$ cat src/rtl/rwf_pkg.sv
package rwf_pkg;

    // One tick of inputs
    typedef struct packed {
        logic podium_pressed;
        logic error_active;
        logic start_event;
        logic advance_waypoint;
    } t_in_item;

    // One tick of LED duty levels
    typedef struct packed {
        logic [7:0] red_duty;
        logic [7:0] green_duty;
        logic [7:0] blue_duty;
        logic [2:0] write_mask;
    } t_out_item;

    // On/off pattern of one waypoint, bit 2 red, bit 1 green, bit 0 blue
    typedef logic [2:0] t_rgb_on;

    // Configuration register indexes
    localparam logic [1:0] CFG_STEP_SIZE    = 2'd0;
    localparam logic [1:0] CFG_OUTPUT_SHIFT = 2'd1;
    localparam logic [1:0] CFG_FLASH_TICKS  = 2'd2;

    localparam logic [7:0] STEP_SIZE_RST    = 8'd8;
    localparam logic [2:0] OUTPUT_SHIFT_RST = 3'd0;
    localparam logic [4:0] FLASH_TICKS_RST  = 5'd30;

    // Write mask codes
    localparam logic [2:0] MASK_NONE = 3'b000;
    localparam logic [2:0] MASK_BLUE = 3'b100;
    localparam logic [2:0] MASK_ALL  = 3'b111;

    localparam logic [7:0] LEVEL_FULL = 8'hFF;
    localparam logic [7:0] LEVEL_OFF  = 8'h00;

    // Rainbow: red, yellow, green, blue-green, blue, purple, repeating
    function automatic t_rgb_on rainbow_on(input logic [3:0] k);
        t_rgb_on r;
        case (k)
            4'd0, 4'd6, 4'd12:  r = 3'b100;
            4'd1, 4'd7, 4'd13:  r = 3'b110;
            4'd2, 4'd8, 4'd14:  r = 3'b010;
            4'd3, 4'd9, 4'd15:  r = 3'b011;
            4'd4, 4'd10:        r = 3'b001;
            default:            r = 3'b101;
        endcase
        return r;
    endfunction

    // Blink: red, then off
    function automatic t_rgb_on blink_on(input logic k);
        return k ? 3'b000 : 3'b100;
    endfunction

endpackage

$ cat src/rtl/rgb_waypoint_fader.sv
// rgb_waypoint_fader: three-channel LED fader, one input item per tick and
// exactly one result item per input item. Priority per tick: podium press
// (full blue, loads the flash countdown), countdown running (blue ramps up,
// only blue written), error mode (fade along red/off blink), waiting for
// start (nothing written, mask 0), rainbow mode (fade along RAINBOW_POINTS
// waypoints). A start_event takes effect in its own tick. Each faded channel
// moves by step_size toward the next waypoint and stops there; an advance
// jumps levels and index to that waypoint after the output. Levels leave
// shifted right by output_shift. Timing: an item waits in the input
// register, its fade update runs between that register and the result
// register, and a new item is accepted every cycle (one item per clock
// sustained) unless the output stalls; state is updated as an item moves
// into the result register. Configuration writes take effect at the next
// edge; the user must make them only while the block is idle, the block does not enforce this.
module rgb_waypoint_fader #(
    parameter int RAINBOW_POINTS = 6
) (
    input  logic                i_clk,
    input  logic                i_rst_n,
    input  logic                i_in_valid,
    output logic                o_in_ready,
    input  rwf_pkg::t_in_item   i_in,
    output logic                o_out_valid,
    input  logic                i_out_ready,
    output rwf_pkg::t_out_item  o_out,
    input  logic                i_cfg_we,
    input  logic [1:0]          i_cfg_idx,
    input  logic [7:0]          i_cfg_data
);
    import rwf_pkg::*;

    localparam int IW = $clog2(RAINBOW_POINTS);

    // configuration
    logic [7:0] r_step_size;
    logic [2:0] r_output_shift;
    logic [4:0] r_flash_ticks;

    // pipeline
    logic      r_in_valid;
    t_in_item  r_in;
    logic      r_out_valid;
    t_out_item r_out;
    t_out_item n_out;

    // fader state
    logic [7:0]    r_level [3];
    logic [7:0]    n_level [3];
    logic [IW-1:0] r_idx;
    logic [IW-1:0] n_idx;
    logic [4:0]    r_flash;
    logic [4:0]    n_flash;
    logic          r_started;

    logic out_take;   // result register can load this cycle
    logic xfer;       // item moves from input to result register

    assign out_take    = !r_out_valid || i_out_ready;
    assign xfer        = r_in_valid && out_take;
    assign o_in_ready  = !r_in_valid || out_take;
    assign o_out_valid = r_out_valid;
    assign o_out       = r_out;

    // configuration port; index 3 is ignored
    always_ff @(posedge i_clk) begin
        if (!i_rst_n) begin
            r_step_size    <= STEP_SIZE_RST;
            r_output_shift <= OUTPUT_SHIFT_RST;
            r_flash_ticks  <= FLASH_TICKS_RST;
        end else if (i_cfg_we) begin
            unique case (i_cfg_idx)
                CFG_STEP_SIZE:    r_step_size    <= i_cfg_data;
                CFG_OUTPUT_SHIFT: r_output_shift <= i_cfg_data[2:0];
                CFG_FLASH_TICKS:  r_flash_ticks  <= i_cfg_data[4:0];
                default: ;
            endcase
        end
    end

    // waypoint selection; the stored index always lies inside the rainbow
    // table, and the blink table only looks at its low bit
    logic [IW-1:0] cur_idx;
    logic [IW:0]   cur_inc;
    logic [IW-1:0] nxt_idx;
    t_rgb_on       on_a;
    t_rgb_on       on_b;
    logic          started_now;
    logic          fade_mode;

    always_comb begin
        started_now = r_started || r_in.start_event;
        fade_mode   = r_in.error_active || started_now;
        if (r_in.error_active) begin
            cur_idx = IW'(r_idx[0]);
            cur_inc = '0;
            nxt_idx = IW'(!r_idx[0]);
            on_a    = blink_on(r_idx[0]);
            on_b    = blink_on(!r_idx[0]);
        end else begin
            cur_idx = r_idx;
            cur_inc = {1'b0, r_idx} + (IW+1)'(1);
            nxt_idx = (cur_inc == (IW+1)'(RAINBOW_POINTS)) ? '0 : cur_inc[IW-1:0];
            on_a    = rainbow_on(4'(cur_idx));
            on_b    = rainbow_on(4'(nxt_idx));
        end
    end

    // per-channel fade: every waypoint channel is full or off, so the
    // distance is 255 and the step works out to step_size itself
    logic [7:0] faded [3];
    logic [8:0] sum   [3];

    always_comb begin
        for (int ch = 0; ch < 3; ch++) begin
            sum[ch]   = {1'b0, r_level[ch]} + {1'b0, r_step_size};
            faded[ch] = r_level[ch];
            if (on_a[2-ch] != on_b[2-ch] && r_step_size != 8'd0) begin
                if (on_b[2-ch]) begin
                    faded[ch] = sum[ch][8] ? LEVEL_FULL : sum[ch][7:0];
                end else begin
                    faded[ch] = (r_level[ch] >= r_step_size) ?
                                (r_level[ch] - r_step_size) : LEVEL_OFF;
                end
            end
        end
    end

    // next state and result
    always_comb begin
        n_out   = '0;
        n_level = r_level;
        n_idx   = r_idx;
        n_flash = r_flash;
        if (r_in.podium_pressed) begin
            n_flash          = r_flash_ticks;
            n_out.blue_duty  = LEVEL_FULL;
            n_out.write_mask = MASK_ALL;
        end else if (r_flash != 5'd0) begin
            n_flash          = r_flash - 5'd1;
            n_out.blue_duty  = LEVEL_FULL - {n_flash, 3'b000};
            n_out.write_mask = MASK_BLUE;
        end else if (fade_mode) begin
            n_level          = faded;
            n_out.red_duty   = faded[0] >> r_output_shift;
            n_out.green_duty = faded[1] >> r_output_shift;
            n_out.blue_duty  = faded[2] >> r_output_shift;
            n_out.write_mask = MASK_ALL;
            if (r_in.advance_waypoint) begin
                for (int ch = 0; ch < 3; ch++) begin
                    n_level[ch] = on_b[2-ch] ? LEVEL_FULL : LEVEL_OFF;
                end
                n_idx = nxt_idx;
            end
        end else begin
            n_out.write_mask = MASK_NONE;
        end
    end

    always_ff @(posedge i_clk) begin
        if (!i_rst_n) begin
            r_in_valid  <= 1'b0;
            r_out_valid <= 1'b0;
            r_level[0]  <= LEVEL_FULL;
            r_level[1]  <= LEVEL_OFF;
            r_level[2]  <= LEVEL_OFF;
            r_idx       <= '0;
            r_flash     <= '0;
            r_started   <= 1'b0;
        end else begin
            if (o_in_ready) begin
                r_in_valid <= i_in_valid;
            end
            if (out_take) begin
                r_out_valid <= r_in_valid;
            end
            if (xfer) begin
                r_level   <= n_level;
                r_idx     <= n_idx;
                r_flash   <= n_flash;
                r_started <= started_now;
            end
        end
    end

    // payload registers
    always_ff @(posedge i_clk) begin
        if (o_in_ready && i_in_valid) begin
            r_in <= i_in;
        end
        if (xfer) begin
            r_out <= n_out;
        end
    end

`ifndef ASSERT_OFF
    a_idx_range: assert property (@(posedge i_clk) disable iff (!i_rst_n)
        32'(r_idx) < RAINBOW_POINTS)
        else $error("waypoint index outside rainbow table");

    a_press_load: assert property (@(posedge i_clk) disable iff (!i_rst_n)
        xfer && r_in.podium_pressed |=> r_flash == $past(r_flash_ticks))
        else $error("press did not load flash countdown");

    a_idle_zero: assert property (@(posedge i_clk) disable iff (!i_rst_n)
        r_out_valid && r_out.write_mask == MASK_NONE |->
        r_out.red_duty == 8'd0 && r_out.green_duty == 8'd0 && r_out.blue_duty == 8'd0)
        else $error("nonzero duty with nothing written");

    a_count_blue: assert property (@(posedge i_clk) disable iff (!i_rst_n)
        xfer && !r_in.podium_pressed && r_flash != 5'd0 |=>
        r_out.write_mask == MASK_BLUE && r_level[0] == $past(r_level[0]) &&
        r_level[1] == $past(r_level[1]) && r_level[2] == $past(r_level[2]))
        else $error("countdown tick touched levels or mask");
`endif

endmodule
$ cat config.mk
export PLATFORM = sky130hd
export DESIGN_NAME = rgb_waypoint_fader
export DESIGN_NICKNAME = d
export VERILOG_FILES = /design/src/rtl/rwf_pkg.sv /design/src/rtl/rgb_waypoint_fader.sv
export SDC_FILE = /design/constraint.sdc
export NUM_CORES = 1
export LEC_CHECK = 0
export BUFFER_PORTS_ARGS = -buffer_cell sky130_fd_sc_hd__clkbuf_2
export CORE_MARGIN = 2
export CORE_UTILIZATION = 55
export CTS_BUF_LIST = sky130_fd_sc_hd__clkbuf_8 sky130_fd_sc_hd__clkbuf_16
export CTS_CLUSTER_SIZE = 24
export DETAILED_ROUTE_END_ITERATION = 6
export GPL_ROUTABILITY_DRIVEN = 0
export MAX_ROUTING_LAYER = met4
export PLACE_DENSITY = 0.72
export SKIP_LAST_GASP = 1
export SYNTH_ARGS = -nofsm -noshare
export SYNTH_HDL_FRONTEND = slang
export SYNTH_SLANG_ARGS = --single-unit
export TNS_END_PERCENT = 50
$ cat constraint.sdc
create_clock -name i_clk -period 4.1 [get_ports i_clk]
set_input_delay 0.41 -clock i_clk [delete_from_list [all_inputs] [get_ports i_clk]]
set_output_delay 0.41 -clock i_clk [all_outputs]
set_load 0.05 [all_outputs]
==> flow_summary.yaml <==
run_status:
  status: "completed"
floorplan:
  dieArea_sq_um: 13500
  placementRows: 40
  die_x_um: 116
  num_io_pins: 48
  die_y_um: 116
  initial_core_util: 0.569
  core_sq_um: 12200
power_and_ir_drop:
  irDropWorstVdd_uv: 338
  leakagePower_nw: 3.08
  powerDensity_nw_per_um2: 321
sta:
  hold_viol: 0
  fin_crit_ps: 3930
  worst_pin_slew_ps: 1290
  max_freq_mhz: 255
  finalWorstSetupSlack_ps: 171
  setup_viol: 0
  slew_headroom: 0.142
  hold-worst-slack_ps: 231
  fin_skew_ps: 14.4
  fin_crit_sh: 0.958
  maxSlewViolCount: 0
  rsz0062_at_grt: "yes"
cells_and_area:
  drive_above_1_share: 0.139
  final_cell_mix: "nor2_1, a21oi_1, nand2_1"
  antenna_cells: 0
  fin_area_sq_um: 7650
  layout_commonest_cell: "nor2_1"
  final-instance-count-excl-fill: 1068
  n_fill_cell: 1084
  post-route-util: 0.629
  syn_to_final_growth_pct: 10.7
  nets: 974
synthesis:
  ys_ff_latch: 81
  yosys_warnings: 0
  synth_enable_flop_cells: 30
  syn_area_per_cell_sq_um: 8.04
  yosysSeqAreaShare: 0.278
  syn_nets: 939
  synth_cell_types: 77
  synthArstFlopShare: 0
  syn-cell-area_sq_um: 6920
  synthFlopType: "dfxtp_1"
  syn_inst: 860
global_routing:
  track_usage: 0.322
  overflow: 0
  grt_pass1_vias: 6434
  antenna_found_initial: 0
  grt_pass1_wl_um: 32500
  grt_max_degree: 34
cts:
  cts_hold_buf: 0
  cts.repair.resized: 0
  cts_tree: "done"
  clk_pin_slew_ps: 80
  clockBufferDepth: 2
  cts-htree-levels: 3
  cts_sinks: 81
  insertion_delay_ps: 360
  cts_made_buffers: 9
  clockRootBuffer: "clkbuf_16"
  cts_setup_buffers: 0
critical_path:
  crit_arrival_ps: 4010
  r2r_start: "r_idx[0]"
  crit_fanout: 12
  critical_path_required_ps: 4180
  cp-start-kind: "flip-flop"
  end_kind: "flip-flop"
  r2r_cells: 11
  reg2reg_to: "o_out[19]"
  reg2reg_slack_ps: 170
  criticalPathCategory: "reg2reg"
place:
  placed_cells: 1052
  dpl-instance-area_sq_um: 7350
  place_ws_ps: 293
  place_hpwl_um: 15600
  io_buffers: 47
route:
  drtAntennaViolNets: 0
  vias_per_cell: 6.51
  routed_wl_um: 20900
  wire_per_inst_um: 19.5
  drt_iter0_drc: 881
  num_vias: 6956
  drt-pass1-iter-count: 6
  route.detailed.drc: 0
worst_hold_path:
  hp-start: "i_in[3]"
  hold_path.class: "in2reg"
  hold_end: "r_in[3]"
  worstHoldPathCells: 1
job:
  cap_violations: 0
[cells in the mapped netlist, types with 17 or more instances]
| cell type | number | area share |
|---|---|---|
| nor2_1 | 92 | 0.050 |
| dfxtp_1 | 51 | 0.15 |
| edfxtp_1 | 30 | 0.13 |
| a21oi_1 | 80 | 0.058 |
| nand3_1 | 21 | 0.015 |
| a211oi_1 | 17 | 0.018 |
| inv_1 | 50 | 0.027 |
| clkbuf_1 | 36 | 0.020 |
| ha_1 | 54 | 0.098 |
| o211ai_1 | 21 | 0.023 |
| nor3_1 | 27 | 0.020 |
| nand2_1 | 61 | 0.033 |
| o21ai_0 | 55 | 0.040 |
[power breakdown]
part / total (mW) / internal (mW) / leakage (nW) / switching (mW)
clock network: 0.840 / 0.459 / 0.143 / 0.381
logic: 0.693 / 0.248 / 2.24 / 0.445
registers: 0.922 / 0.881 / 0.695 / 0.0418
total: 2.46 / 1.59 / 3.08 / 0.868
[sequential cells by signal (all words and copies together), names as in the netlist]
name and count:
r_idx 3, r_flash 5, r_output_shift 3, r_level 24, r_started 1, r_step_size 8
r_in 4, r_flash_ticks 5, r_in_valid 1, o_out 26, o_out_valid 1
[per-layer routing]
metal,GRT usage,up-vias,share of wire
met5,-,-,0
met4,0.145,0,0.043
li1,-,3258,-
met1,0.398,3231,0.40
met2,0.504,390,0.46
met3,0.0742,77,0.096
[how the worst max path moves through the flow]
stage | from | to | slack [ps] | depth (start not counted)
2_1_floorplan | r_idx[2] | o_out[21] | 530 | 11
3_3_place_gp | r_idx[0] | o_out[19] | 400 | 11
3_5_place_dp | r_idx[0] | o_out[19] | 290 | 11
4_1_cts | r_idx[0] | o_out[19] | 240 | 11
5_1_grt | r_idx[0] | o_out[19] | -4 | 11
6_report | r_idx[0] | o_out[19] | 170 | 11
[worst max-delay path: stages (launching register included)]
cell	delay, ps
dfxtp_1	560
ha_1	280
ha_1	290
and2b_1	300
a21oi_2	110
a221o_1	420
or2_2	410
o311ai_0	390
a21oi_1	170
a21oi_1	330
mux4_2	320
o32ai_1	70
[metrics by stage]
stage	TNS (ps)	power (mW)
3_3_place_gp	0	1.60
5_1_grt	-4.06	2.55
3_5_place_dp	0	1.61
6_report	0	2.46
2_1_floorplan	0	1.43
4_1_cts	0	2.44
[logic make-up after synthesis]
| kind of cell | synth area share |
|---|---|
| mux | 0.0463 |
| flops | 0.278 |
| xor+xnor | 0.0114 |
| fa+ha+maj | 0.115 |
| simple gates | 0.212 |
| buf+inv | 0.0545 |
| compound gates | 0.283 |
[area by class of cell]
type | instances | area [sq um] | share of cell area
timing repair buffer | 69 | 400 | 0.0523
multi-input combinational | 683 | 4630 | 0.605
clock inverter | 6 | 52.6 | 0.00686
tap | 168 | 210 | 0.0275
sequential | 81 | 1920 | 0.251
clock buffer | 10 | 250 | 0.0327
inverter | 51 | 191 | 0.0250
Power figures use the tool's default switching activity.
